==> src/rtl/core/rgse_pkg.sv <==
// Package for the RGB-to-gray Sobel edge unit.
// Sizes, gray weights, clamp limit and the pipeline tag type; no dependencies.
package rgse_pkg;

  localparam int unsigned MAX_WIDTH  = 2048;
  localparam int unsigned PIXEL_BITS = 12;
  localparam int unsigned CFG_BITS   = 12;
  localparam int unsigned LINE_DEPTH = MAX_WIDTH + 2;
  localparam int unsigned ADDR_BITS  = $clog2(LINE_DEPTH);
  localparam int unsigned PROD_BITS  = PIXEL_BITS + 12;
  localparam int unsigned GRAD_BITS  = PIXEL_BITS + 4;

  localparam logic [11:0] W_RED   = 12'd1225;
  localparam logic [11:0] W_GREEN = 12'd2404;
  localparam logic [11:0] W_BLUE  = 12'd467;

  localparam logic [PIXEL_BITS-1:0] PIX_ONE = PIXEL_BITS'(1) << (PIXEL_BITS - 1);

  localparam logic [CFG_BITS-1:0] WIDTH_RESET  = CFG_BITS'(1920);
  localparam logic [CFG_BITS-1:0] HEIGHT_RESET = CFG_BITS'(1080);
  localparam logic [CFG_BITS-1:0] SIZE_MAX     = CFG_BITS'(MAX_WIDTH);

  localparam logic REG_WIDTH  = 1'b0;
  localparam logic REG_HEIGHT = 1'b1;

  typedef struct packed {
    logic emit;
    logic eor;
    logic eof;
  } rgse_tag_t;

endpackage

==> src/rtl/core/rgse_gray.sv <==
// Gray conversion: registered weighted channel products, combinational sum.
// Depends on rgse_pkg.
module rgse_gray import rgse_pkg::*; (
  input  logic                  clk_i,
  input  logic                  en_i,
  input  logic [PIXEL_BITS-1:0] red_i,
  input  logic [PIXEL_BITS-1:0] green_i,
  input  logic [PIXEL_BITS-1:0] blue_i,
  output logic [PIXEL_BITS-1:0] gray_o
);

  logic [PROD_BITS-1:0] pr_q, pg_q, pb_q;
  logic [PROD_BITS-1:0] sum;

  always_ff @(posedge clk_i) begin
    if (en_i) begin
      pr_q <= PROD_BITS'(W_RED) * PROD_BITS'(red_i);
      pg_q <= PROD_BITS'(W_GREEN) * PROD_BITS'(green_i);
      pb_q <= PROD_BITS'(W_BLUE) * PROD_BITS'(blue_i);
    end
  end

  assign sum    = pr_q + pg_q + pb_q;
  assign gray_o = sum[PROD_BITS-1:12];

endmodule

==> config.mk <==
export PLATFORM = sky130hd
export DESIGN_NAME = rgse_gray
export DESIGN_NICKNAME = d
export VERILOG_FILES = /design/src/rtl/core/rgse_pkg.sv /design/src/rtl/core/rgse_gray.sv
export SDC_FILE = /design/constraint.sdc
export NUM_CORES = 1
export LEC_CHECK = 0
export BUFFER_PORTS_ARGS = -buffer_cell sky130_fd_sc_hd__buf_2
export CORE_ASPECT_RATIO = 1.25
export CORE_MARGIN = 4
export CORE_UTILIZATION = 61
export CTS_CLUSTER_DIAMETER = 150
export CTS_CLUSTER_SIZE = 30
export DETAILED_ROUTE_END_ITERATION = 12
export PLACE_DENSITY = 0.8
export SLEW_MARGIN = 30
export SYNTH_ARGS = -nofsm -noshare
export SYNTH_HDL_FRONTEND = slang
export SYNTH_SLANG_ARGS = --single-unit
==> constraint.sdc <==
create_clock -name clk_i -period 5.68 [get_ports clk_i]
set_input_delay 0.284 -clock clk_i [delete_from_list [all_inputs] [get_ports clk_i]]
set_output_delay 0.284 -clock clk_i [all_outputs]
set_load 0.1 [all_outputs]
# After elaboration in Yosys (flattened, before gate mapping)
# Index checks and enable logic that the tools add are counted.
# op_classes
n_addsub	2
multipliers	3
div	0
order_cmp	0
eq_ne	0
shifts	0
muxes	0
n_bitwise	0
n_reduce_logical	0
# ops
op	n
adder 23 x 24 -> 24 bit	1
adder 24 x 21 -> 24 bit	1
multiplier 11 x 12 -> 23 bit, first input constant	1
multiplier 10 x 12 -> 22 bit, first input constant	1
multiplier 9 x 12 -> 21 bit, first input constant	1
# totals
register_bits	66
latch_bits	0
mem_bits_rw	0
rom_bits	0
in_bits	38
memories	0

# Depth between registers and ports, before layout
# logic_depth
depth_word	2
ltp_mapped	16

# Worst setup path before layout
# OpenSTA, ideal clock, no wires.
# synth_timing
path_kind	register -> output
start	register pr_q[18]
end	output gray_o[10]
arrival_ns	4.367
t_required_ns	5.396
path_slack_ns	1.029
stages_incl_launch_ff	8
path_cell_list	edfxtp_1 -> fa_1 -> ha_1 -> a21o_1 -> a21o_1 -> a211o_1 -> a31o_2 -> a221oi_1
# synth_between
elab_chain_cells	2
# synth_lines
item	line	text
start, declared	rgse_gray.sv:12	logic [PROD_BITS-1:0] pr_q, pg_q, pb_q;
start signal, assigned	rgse_gray.sv:17	pr_q <= PROD_BITS'(W_RED) * PROD_BITS'(red_i);
adder 23 x 24 -> 24 bit	rgse_gray.sv:23	assign sum = pr_q + pg_q + pb_q;
adder 24 x 21 -> 24 bit	rgse_gray.sv:23	
end, declared	rgse_gray.sv:9	output logic [PIXEL_BITS-1:0] gray_o
# Every way passes these cells.

# Worst setup path in the final report
# layout_timing
start	input red_i[4]
end	register pr_q[20], data pin
# layout_between
elab_chain_cells	1
# layout_lines
item	line	text
start, declared	rgse_gray.sv:6	input logic [PIXEL_BITS-1:0] red_i,
multiplier 11 x 12 -> 23 bit	rgse_gray.sv:17	
# Every way passes these cells.
# A chain may end at the register's enable or synchronous reset.

==> impl_metrics.yaml <==
grt:
  grt.met2_usage_pct: 40.3
  track_usage_pct: 22.2
  grt_pass1_wl_um: 31700
  grt_max_degree: 67
  antenna_found_initial: 0
  grt_use_met1_pct: 27.1
  grt_use_met3_pct: 3.16
  grt_overflow: 0
  grt_pass1_vias: 6974
  grt.busiest_layer: "met2"
clock_network:
  cts_resized: 0
  h-tree-depth: 3
  clock-sinks: 66
  clockRootBuffer: "clkbuf_16"
  clkTransAtPathRegs_ps: 50
  cts_buffers: 9
  cts_tree: "built"
  post-cts-setup-buffers: 0
  holdBufCountCts: 0
  cts.path.max_buffers: 2
final_layout:
  final_area_um2: 10400
  fin_util_pct: 67.0
  layout-drive-gt1-share_pct: 8.14
  nets: 1332
  syn_to_final_growth_pct: 8.14
  num_antenna_cells: 0
  fillers: 1184
sta:
  min_period_ps: 4480
  relSlewSlack_pct: 45.3
  hold_viol_final: 0
  drv_slew: 0
  rsz0062_at_grt: "false"
  post-route-period-util_pct: 78.8
  finalSetupViolations: 0
  tightest_slew_ps: 821
  fin_tns_setup_ps: 0
  fmaxAchievable_ghz: 0.223
floorplan:
  fp.dieW_um: 120
  fp.dieArea_um2: 17800
  io_pins: 50
  core_um2: 15500
  dieHeight_um: 148
  start_util_pct: 61.9
  fp-row-count: 51
synthesis:
  synth_seq_cells: 66
  synth-seq-area-share_pct: 20.6
  synthFlopType: "edfxtp_1"
  avgSynthCellArea_um2: 10.6
  ys_top_cells_by_area: "ha_1 30%, edfxtp_1 21%, fa_1 20%, inv_1 7.3%, xnor2_1 3.5%"
  synth_edf_count: 66
  ys_async_sr_fraction_pct: 0
  synthesis.area_um2: 9600
  yosysMostFrequentCell: "ha_1"
  synth_nets: 1272
  post_synth_num_cell_types: 56
  yosysTopAreaCellShare_pct: 30.2
  synthCells: 905
  ys.warnings.count: 0
  yosys.area.top_type: "ha_1"
  yosys-top-cells-count: "232 x ha_1, 186 x inv_1, 97 x fa_1"
outcome:
  status: "completed"
route:
  wire_per_inst_um: 15.8
  drt-pass1-iter-count: 5
  vias_per_cell: 5.60
  drcViolationCount: 0
  route.vias.total: 6614
  drtIter0Drc: 324
  wirelength_um: 18700
  drtAntennaViolNets: 0
min_path:
  min_to: "pr_q[1]"
  hold_class: "primary input to register"
  worstHoldPathCells: 1
  worstHoldStart: "red_i[1]"
worst_setup_path:
  worstSetupEndpointType: "register"
  path_class: "primary input to register"
  crit_path_max_fanout: 5
  startpoint_type: "primary input"
  worstPathRequired_ps: 5760
  crit_arrival_ps: 4560
place:
  gp_congestion: 0.893
  placed_area_um2: 10100
  dp_hpwl_um: 16100
  place.port_buffers: 49
run:
  drv_cap: 0
-- routing by layer --
metal | share of wire, % | routed length (µm) | vias to the layer above
li1 | - | - | 3247
met1 | 40 | 7530 | 3209
met2 | 52 | 9780 | 126
met3 | 4.9 | 922 | 32
met4 | 2.3 | 433 | 0
met5 | 0 | 0 | -
-- worst max path at each step --
stage,end,start,slack (ps)
2_1_floorplan,gray_o[10],pr_q[18],1030
3_3_place_gp,pr_q[20],red_i[4],910
3_5_place_dp,pr_q[20],red_i[4],860
4_1_cts,pr_q[20],red_i[4],1210
5_1_grt,pr_q[20],red_i[4],1030
6_report,pr_q[20],red_i[4],1200
-- area by class of cell --
cell class | instances | area, µm² | area share (%)
Clock buffer | 9 | 225 | 2.17
Clock inverter | 7 | 46.3 | 0.446
Inverter | 186 | 698 | 6.72
Multi-Input combinational cell | 652 | 6920 | 66.6
Sequential cell | 66 | 1980 | 19.1
Tap cell | 212 | 265 | 2.55
Timing Repair Buffer | 50 | 253 | 2.43
-- cell families after synthesis --
group	after synthesis	synth area share (%)
compound gates	149	10.5
xor+xnor	53	4.83
fa+ha+maj	329	50.4
buf+inv	187	7.35
flops	66	20.6
mux	1	0.104
simple gates	120	6.11
-- through the flow --
| stage | cells | hold WS, ps | worst slack, ps |
|---|---|---|---|
| global placement | 1166 | 557 | 911 |
| CTS | 1182 | 216 | 1210 |
| detailed placement | 1166 | 559 | 862 |
| floorplan | 905 | 383 | 1030 |
| global route | 1182 | 222 | 1030 |
| finish | 1182 | 228 | 1200 |
-- state kept, by name (all words and copies together), names as in the netlist --
register and cells:
pb_q 21, pg_q 22, pr_q 23
-- critical path, cell delays in order --
cell	delay (ps)
buf_2	140
ha_1	300
ha_1	280
inv_1	60
fa_1	530
inv_1	50
fa_1	520
inv_1	50
fa_1	520
inv_1	40
ha_1	240
or3_4	420
or3_1	350
o211a_1	250
a211oi_2	300
a21oi_2	90
xor2_1	140
-- layout by cell type, fill, tap and decap left out, drive strengths merged, types with 7 or more instances in the layout --
master,Yosys,layout
a21o,15,15
ha,232,232
a21oi,42,42
o21a,8,8
nand4,7,7
o31ai,7,7
nand2,18,18
clkbuf,0,9
nor2,41,41
nor2b,7,7
xor2,15,15
inv,186,186
xnor2,38,38
and3,7,7
buf,1,50
a211oi,8,8
fa,97,97
nor3,11,11
edfxtp,66,66
o21ai,22,22
nand3,10,10
Power is left out: the tool's default activity adds up to more than one toggle a clock period on the data nets, which glitch-free logic cannot reach.
