<file path="src/rtl/core/rgse_pkg.sv">
// Package for the RGB-to-gray Sobel edge unit.
// Sizes, gray weights, clamp limit and the pipeline tag type; no dependencies.
package rgse_pkg;

  localparam int unsigned MAX_WIDTH  = 2048;
  localparam int unsigned PIXEL_BITS = 12;
  localparam int unsigned CFG_BITS   = 12;
  localparam int unsigned LINE_DEPTH = MAX_WIDTH + 2;
  localparam int unsigned ADDR_BITS  = $clog2(LINE_DEPTH);
  localparam int unsigned PROD_BITS  = PIXEL_BITS + 12;
  localparam int unsigned GRAD_BITS  = PIXEL_BITS + 4;

  localparam logic [11:0] W_RED   = 12'd1225;
  localparam logic [11:0] W_GREEN = 12'd2404;
  localparam logic [11:0] W_BLUE  = 12'd467;

  localparam logic [PIXEL_BITS-1:0] PIX_ONE = PIXEL_BITS'(1) << (PIXEL_BITS - 1);

  localparam logic [CFG_BITS-1:0] WIDTH_RESET  = CFG_BITS'(1920);
  localparam logic [CFG_BITS-1:0] HEIGHT_RESET = CFG_BITS'(1080);
  localparam logic [CFG_BITS-1:0] SIZE_MAX     = CFG_BITS'(MAX_WIDTH);

  localparam logic REG_WIDTH  = 1'b0;
  localparam logic REG_HEIGHT = 1'b1;

  typedef struct packed {
    logic emit;
    logic eor;
    logic eof;
  } rgse_tag_t;

endpackage

</file>
<file path="src/rtl/core/rgse_sobel.sv">
// 3x3 gray window, registered Sobel sums and clamped L1 magnitude.
// Depends on rgse_pkg.
module rgse_sobel import rgse_pkg::*; (
  input  logic                  clk_i,
  input  logic                  rst_ni,
  input  logic                  shift_i,
  input  logic                  load_i,
  input  logic [PIXEL_BITS-1:0] top_i,
  input  logic [PIXEL_BITS-1:0] mid_i,
  input  logic [PIXEL_BITS-1:0] bot_i,
  output logic [PIXEL_BITS-1:0] edge_o
);

  logic [PIXEL_BITS-1:0] win_q [3][3];
  logic signed [GRAD_BITS-1:0] gx_q, gy_q;
  logic signed [GRAD_BITS-1:0] gx_d, gy_d;
  logic [GRAD_BITS-1:0] ax, ay, mag;

  always_ff @(posedge clk_i or negedge rst_ni) begin
    if (!rst_ni) begin
      for (int r = 0; r < 3; r++) begin
        for (int c = 0; c < 3; c++) begin
          win_q[r][c] <= '0;
        end
      end
    end else if (shift_i) begin
      for (int r = 0; r < 3; r++) begin
        win_q[r][0] <= win_q[r][1];
        win_q[r][1] <= win_q[r][2];
      end
      win_q[0][2] <= top_i;
      win_q[1][2] <= mid_i;
      win_q[2][2] <= bot_i;
    end
  end

  always_comb begin
    gx_d = (GRAD_BITS'(win_q[0][2]) + (GRAD_BITS'(win_q[1][2]) << 1) + GRAD_BITS'(win_q[2][2]))
         - (GRAD_BITS'(win_q[0][0]) + (GRAD_BITS'(win_q[1][0]) << 1) + GRAD_BITS'(win_q[2][0]));
    gy_d = (GRAD_BITS'(win_q[2][0]) + (GRAD_BITS'(win_q[2][1]) << 1) + GRAD_BITS'(win_q[2][2]))
         - (GRAD_BITS'(win_q[0][0]) + (GRAD_BITS'(win_q[0][1]) << 1) + GRAD_BITS'(win_q[0][2]));
  end

  always_ff @(posedge clk_i) begin
    if (load_i) begin
      gx_q <= gx_d;
      gy_q <= gy_d;
    end
  end

  always_comb begin
    ax  = gx_q[GRAD_BITS-1] ? GRAD_BITS'(-gx_q) : GRAD_BITS'(gx_q);
    ay  = gy_q[GRAD_BITS-1] ? GRAD_BITS'(-gy_q) : GRAD_BITS'(gy_q);
    mag = ax + ay;
    edge_o = (mag > GRAD_BITS'(PIX_ONE)) ? PIX_ONE : mag[PIXEL_BITS-1:0];
  end

endmodule
</file>
<file path="config.mk">
export PLATFORM = sky130hd
export DESIGN_NAME = rgse_sobel
export DESIGN_NICKNAME = d
export VERILOG_FILES = /design/src/rtl/core/rgse_pkg.sv /design/src/rtl/core/rgse_sobel.sv
export SDC_FILE = /design/constraint.sdc
export NUM_CORES = 1
export LEC_CHECK = 0
export BUFFER_PORTS_ARGS = -buffer_cell sky130_fd_sc_hd__buf_2
export CAP_MARGIN = 30
export CELL_PAD_IN_SITES_DETAIL_PLACEMENT = 1
export CELL_PAD_IN_SITES_GLOBAL_PLACEMENT = 1
export CORE_ASPECT_RATIO = 1.25
export CORE_MARGIN = 1
export CORE_UTILIZATION = 28
export DETAILED_ROUTE_END_ITERATION = 8
export PLACE_DENSITY = 0.48
export SYNTH_ARGS = -nofsm -noshare
export SYNTH_HDL_FRONTEND = slang
export SYNTH_SLANG_ARGS = --single-unit
</file>
<file path="constraint.sdc">
create_clock -name clk_i -period 7.35 [get_ports clk_i]
set_clock_uncertainty 0.2 [all_clocks]
set_input_delay 1.1025 -clock clk_i [delete_from_list [all_inputs] [get_ports clk_i]]
set_output_delay 1.1025 -clock clk_i [all_outputs]
set_load 0.005 [all_outputs]
</file>
== Yosys cells after proc, flatten, opt, wreduce, memory -nomap -nowiden ==
Index checks and enable logic that the tools add are counted.

* Flip-flop bits (word level): 140
* Output and inout bits: 12
* Word-level logic and storage cells: 28

* Add/subtract/negate cells: 13
* Magnitude comparators: 1
* Muxes and demuxes: 3

{| class="wikitable"
|+ Operators by type and width
! kind !! count
|-
| $add 14x12->15 || 4
|-
| $add 12x13->14 || 4
|-
| $mux 16 || 2
|-
| $neg 16->16 || 2
|-
| $sub 15x15->16 || 2
|-
| $add 16x16->16 || 1
|-
| $gt 16x12->1 const B || 1
|-
| $mux 12 || 1
|}

== Logic depth before layout (Yosys ltp) ==
Gate-level depths: netlist of run 1.

* Word-level depth: 5
* Gate-level depth with buffers: 16
* Depth with buffers taken out: 16

== Least setup slack after synthesis of run 1 ==
Ideal clock, no wire load.

* Path type: reg-to-output
* From: register gy_q[4]
* To: output port edge_o[3]
* Arrival: 3.602 ns
* Slack: 2.445 ns
* Cell stages (with the launch flop): 15
* Buffers on the path: 1
* Cell sequence: edfxtp_1 or4_4 nand2b_1 o31a_1 xor2_1 ha_1 and3_1 o2111ai_1 a21oi_1 o21ai_0 a2111oi_0 a211oi_1 and2_4 buf_6 nor4_1

* Longest elaborated chain between the ends: 5

{| class="wikitable"
|+ RTL lines
! element !! RTL line !! RTL
|-
| start, declared || rgse_sobel.sv:15 || <nowiki>logic signed [GRAD_BITS-1:0] gx_q, gy_q;</nowiki>
|-
| start signal, assigned || rgse_sobel.sv:47 || <nowiki>gy_q <= gy_d;</nowiki>
|-
| $neg 16->16 || rgse_sobel.sv:53 || <nowiki>ay = gy_q[GRAD_BITS-1] ? GRAD_BITS'(-gy_q) : GRAD_BITS'(gy_q);</nowiki>
|-
| $mux 16 * || rgse_sobel.sv:53 ||
|-
| $add 16x16->16 * || rgse_sobel.sv:54 || <nowiki>mag = ax + ay;</nowiki>
|-
| $gt 16x12->1 * || rgse_sobel.sv:55 || <nowiki>edge_o = (mag > GRAD_BITS'(PIX_ONE)) ? PIX_ONE : mag[PIXEL_BITS-1:0];</nowiki>
|-
| $mux 12 * || rgse_sobel.sv:55 ||
|-
| end, declared || rgse_sobel.sv:11 || <nowiki>output logic [PIXEL_BITS-1:0] edge_o</nowiki>
|}

Every way passes the cells marked *; elsewhere a longest branch is shown, timed or not.

== Worst setup path in the final report of run 1 ==
* From: register gx_q[4]
* To: output port edge_o[2]

* Longest elaborated chain between the ends: 5

{| class="wikitable"
|+ RTL lines
! element !! RTL line !! RTL
|-
| start, declared || rgse_sobel.sv:15 ||
|-
| start signal, assigned || rgse_sobel.sv:46 || <nowiki>gx_q <= gx_d;</nowiki>
|-
| $neg 16->16 || rgse_sobel.sv:52 || <nowiki>ax = gx_q[GRAD_BITS-1] ? GRAD_BITS'(-gx_q) : GRAD_BITS'(gx_q);</nowiki>
|-
| $mux 16 * || rgse_sobel.sv:52 ||
|-
| $add 16x16->16 * || rgse_sobel.sv:54 ||
|-
| $gt 16x12->1 * || rgse_sobel.sv:55 ||
|-
| $mux 12 * || rgse_sobel.sv:55 ||
|}

Marks and branches as above.

==> results of run 1 <==
per-stage QoR:
| stage | utilization | hold WS [ns] | worst slack (ns) | std cells |
|---|---|---|---|---|
| final | 0.324 | 0.280 | 1.57 | 1420 |
| after global routing | 0.324 | 0.316 | 1.08 | 1420 |
| after CTS | 0.324 | 0.286 | 1.50 | 1420 |
| after detailed placement | 0.307 | 0.272 | 2.02 | 1389 |
| after global placement | 0.307 | 0.260 | 2.14 | 1389 |
| after floorplan | - | 0.249 | 2.45 | 889 |
layout make-up:
| class | instances | area share |
|---|---|---|
| multi-input combinational | 568 | 0.488 |
| inverter | 160 | 0.0539 |
| tap | 468 | 0.0525 |
| timing repair buffer | 53 | 0.0247 |
| clock buffer | 20 | 0.0411 |
| sequential | 140 | 0.329 |
| clock inverter | 11 | 0.0106 |
cell families after synthesis:
group | count (synthesis)
AO/OA/AOI/OAI | 146
buffers and inverters | 181
XOR/XNOR | 57
adder cells (fa/ha/maj) | 144
AND/OR/NAND/NOR | 157
flip-flops | 140
multiplexers | 64
placed cells by master (no fill, tap or decap), types with 11 or more instances in the layout:
master and n:
nor2_1 24, mux2_2 64, buf_2 49, clkbuf_16 18, a21oi_1 20, nand2_1 61, ha_1 49, o21ai_0 72
edfxtp_1 32, xnor2_1 45, fa_1 95, inv_1 160, dfrtp_1 108, xor2_1 11, nor4_1 11
final timing paths:
kind / from / slack [ns] / endpoint / cells after the start
max in group asynchronous: rst_ni / 5.16 / win_q[107] / 2
max reg2reg: win_q[3] / 2.53 / gy_q[13] / 14
min in group asynchronous: rst_ni / 0.47 / win_q[0] / 1
min reg2reg: win_q[3] / 0.28 / win_q[15] / 2
min: win_q[3] / 0.28 / win_q[15] / 2
max: gx_q[4] / 1.57 / edge_o[2] / 14
flip-flops by register name (all words and copies together) (netlist names):
signal and count:
win_q 108, gy_q 16, gx_q 16
routing by layer:
metal	part of all wire	GRT usage	vias up
li1	-	-	3038
met1	0.48	0.157	3117
met2	0.49	0.200	48
met3	0.018	0.0212	16
met4	0.016	0.0485	0
met5	0	0	-
critical path, stage by stage, from the launching register on:
cell	delay, ns
edfxtp_1	0.42
or3_1	0.42
o21ai_0	0.44
nand2_1	0.18
xor2_1	0.19
ha_1	0.37
and3_1	0.24
o2111ai_1	0.13
a21oi_1	0.24
o21ai_0	0.19
a2111oi_0	0.46
a211oi_1	0.08
and2_4	0.22
nor4b_1	0.29
buf_2	0.16
==> results.ini, run 1 <==
[run_status]
status = complete, no violations

[logic_synthesis]
yosys_most_used_dff = dfrtp_1
synthSimpleGateAreaFrac = 0.0827
yosysTopAreaCell = dfrtp_1
yosys_warnings = 0
avgSynthCellArea_um2 = 11.0
synth_fp_nets = 1073
synth_top_family_by_area = adder cells
synthAdderAreaFrac = 0.257
synth.mux.area_fraction = 0.0736
async_flop_share = 0.771
yosysSeqAreaShare = 0.374
synth-seq-cells = 140
synth.area.top_cells = dfrtp_1, fa_1, edfxtp_1
synth.distinct_cells = 52
yosysMostFrequentCell = inv_1
syn_area_mm2 = 0.00979
synth_compound_area_frac = 0.0910
synth_top_area_share = 0.276
synthXorXnorAreaFrac = 0.0517
syn_inst = 889
synthTopCellsByCount = inv_1, dfrtp_1, fa_1, o21ai_0, mux2_2
synth_edf_count = 32

[cts]
cts_tree = yes
post_cts_buffers = 0
h-tree-depth = 4
clk_pin_slew_worst_paths_ns = 0.05
insertion_delay_ns = 0.44
cts_resized = 0
ctsHoldBuffers = 0
numCtsBuffers = 17
clkSinkCount = 140
clock_path_buffers = 2
cts_root_buffer = clkbuf_16

[layout]
diodes = 0
nNetsFinal = 1124
fin_area_mm2 = 0.0111
fill_cells = 3897
regArea_mm2 = 0.00366
syn_to_final_growth_pct = 13.8
multi_input_area_mm2 = 0.00544
drive_above_1_share = 0.163

[worst_setup_path]
crit_required_ns = 6.05
start_kind = flop
critPathCaptureType = output port
cp.arrival_ns = 4.48
criticalPathCategory = reg2out
worstPathMaxFanout = 12

[route]
viasPerCell = 4.38
drc = 0
drt_wl_total_mm = 19.9
ant_nets = 0
vias = 6219
drt_iter0_drc = 240
wl_per_cell_um = 14.0
first_pass_iters = 4

[timing]
finalCriticalPeriod_ns = 5.78
rsz0062_at_grt = false
tns_ns = 0
fmax_mhz = 173
setup_violations = 0
maxSlewHeadroom = 0.419
maxSlewViolCount = 0
fin_crit_sh = 0.786
hold_viol_final = 0
tightest_slew_ns = 0.872

[floorplanning]
core.rowCount = 76
die_area_mm2 = 0.0357
initial_core_util = 0.284
die_h_um = 211
core_area_mm2 = 0.0344
pin_count = 52
die_x_um = 169

[global_routing]
grt_max_degree = 85
antenna_found_initial = 0
grt_pass1_wl_mm = 34.1
grt_pass1_vias = 6738
overflow = 0
grtUsageTotal = 0.121

[job]
cap_viol_max_count = 0

[placed_design]
placed_cell_area_mm2 = 0.0106
numPortBuffers = 51
gp_congestion = 0.720
place_hpwl_mm = 15.9

[min_path]
hp-class = reg2reg

Power of run 1 is left out: the tool's default activity adds up to more than one toggle a clock period on the data nets, which glitch-free logic cannot reach.
==> inputs of run 2 (changes only) <==
==> constraint.sdc (replaced) <==
create_clock -name clk_i -period 5.43 [get_ports clk_i]
set_clock_uncertainty 0.2 [all_clocks]
set_input_delay 0.8145 -clock clk_i [delete_from_list [all_inputs] [get_ports clk_i]]
set_output_delay 0.8145 -clock clk_i [all_outputs]
set_load 0.005 [all_outputs]
==> run 2 against run 1 <==
Register-to-register slack lost 1.8 ns. Wire length up 1.2%. Non-clock buffer count increased by 7. Sequential cell count unchanged. Critical path type unchanged. Largest cell class unchanged.
==> results.ini, run 2 (same netlist as run 1, synthesis figures left out) <==
[global_routing]
overflow = 0  ; unchanged
grt_max_degree = 79  ; was 85
grt_pass1_wl_mm = 34.4  ; was 34.1 mm
antenna_found_initial = 0  ; unchanged
grtUsageTotal = 0.123  ; was 0.121
grt_pass1_vias = 6821  ; was 6738

[worst_setup_path]
reg2reg_slack_ns = 0.71  ; was 2.53 ns
crit_required_ns = 4.42  ; was 6.05 ns
critPathCaptureType = output port  ; unchanged
criticalPathCategory = reg2out  ; unchanged
start_kind = flop  ; unchanged
cp.arrival_ns = 4.26  ; was 4.48 ns
worstPathMaxFanout = 12  ; unchanged

[floorplanning]
core.rowCount = 76  ; unchanged
die_x_um = 169  ; unchanged
die_h_um = 211  ; unchanged
pin_count = 52  ; unchanged
die_area_mm2 = 0.0357  ; unchanged
initial_core_util = 0.284  ; unchanged
core_area_mm2 = 0.0344  ; unchanged

[timing]
hold_viol_final = 0  ; unchanged
maxSlewViolCount = 0  ; unchanged
setup_violations = 0  ; unchanged
fmax_mhz = 190
fin_crit_sh = 0.971
finalCriticalPeriod_ns = 5.27
maxSlewHeadroom = 0.396  ; was 0.419
tightest_slew_ns = 0.906  ; was 0.872 ns

[min_path]
hp-class = in2async  ; was reg2reg

[cts]
numCtsBuffers = 17  ; unchanged
ctsHoldBuffers = 0  ; unchanged
h-tree-depth = 4  ; unchanged
cts_tree = yes  ; unchanged
clock_path_buffers = 2  ; unchanged
clkSinkCount = 140  ; unchanged
clk_pin_slew_worst_paths_ns = 0.06  ; was 0.05 ns
cts_root_buffer = clkbuf_16  ; unchanged
insertion_delay_ns = 0.44  ; about the same

[placed_design]
placedCellCount = 1392  ; was 1389
place_hpwl_mm = 15.9  ; about the same
gp_congestion = 0.710  ; was 0.720
numPortBuffers = 51  ; unchanged

[layout]
top_regs = win_q (108), gx_q (16), gy_q (16)  ; unchanged
multi_input_area_mm2 = 0.00552  ; was 0.00544 mm^2
fill_cells = 3907  ; was 3897
diodes = 0  ; unchanged
final_common_cell = inv_1  ; unchanged
syn_to_final_growth_pct = 15.8  ; was 13.8%
nNetsFinal = 1131  ; was 1124
final_cell_mix = inv_1, dfrtp_1, fa_1, o21ai_0, mux2_2  ; unchanged
largest_reg_flops = 108  ; unchanged
drive_above_1_share = 0.185  ; was 0.163
regArea_mm2 = 0.00366  ; unchanged
final_cells = 1428  ; was 1420
regMostFlops = win_q  ; unchanged

[route]
viasPerCell = 4.38  ; about the same
drc = 0  ; unchanged
wl_per_cell_um = 14.1  ; was 14.0 um
drt_iter0_drc = 183  ; was 240
drt_wl_total_mm = 20.2  ; was 19.9 mm
first_pass_iters = 4  ; unchanged
ant_nets = 0  ; unchanged
vias = 6251  ; was 6219

[run_status]
status = complete, no violations  ; unchanged

[job]
cap_viol_max_count = 0  ; unchanged

run 2: timing repair:
action	in CTS	in global routing
resized for setup	3	18
endpoints found under the setup margin	10	12
hold endpoints to repair	0	0
setup buffers	0	4
pin swaps	1	2
run 2: metal layers:
metal  vias up  track usage  wire, um
li1       3053            -         -
met1      3123        0.159      9720
met2        52        0.202      9720
met3        23       0.0204       336
met4         0       0.0568       377
met5         -            0         0
run 2: final timing paths:
check | depth (start not counted) | startpoint | endpoint
setup reg to reg | 16 | win_q[0] | gy_q[13]
max in group asynchronous | 2 | rst_ni | win_q[95]
hold / removal | 1 | rst_ni | win_q[0]
min in group clk_i | 2 | win_q[88] | win_q[100]
hold reg to reg | 2 | win_q[88] | win_q[100]
setup / recovery | 13 | gy_q[4] | edge_o[1]
run 2: stage by stage:
step	cell area, um^2	TNS [ns]	hold WS, ns	util	setup slack (ns)
2_1_floorplan	9790	0	0.249	-	0.813
6_report	11300	0	0.217	0.329	0.156
4_1_cts	11200	0	0.223	0.327	0.0108
5_1_grt	11300	-0.0155	0.262	0.329	-0.0155
3_3_place_gp	10600	0	0.262	0.308	0.523
3_5_place_dp	10600	0	0.273	0.308	0.391
run 2: critical path, stage by stage (launching register included):
cell and delay, ns:
edfxtp_1 0.43, or4_4 0.55, nand2b_1 0.17, o31a_1 0.32, xor2_1 0.16, ha_1 0.35
and3_4 0.21, a221o_1 0.38, o21ai_1 0.31, nand4_1 0.14, o221a_1 0.15, and2_4 0.19
nor4_1 0.28, buf_2 0.16
run 2: final cells by class:
class	count	share of cell area
multi-input cells	568	0.487
clock inverters	11	0.0114
repair buffers	60	0.0300
inverters	160	0.0530
clock buffers	21	0.0445
flip-flops and latches	140	0.323
well taps	468	0.0516
Power of run 2 is left out for the same reason.
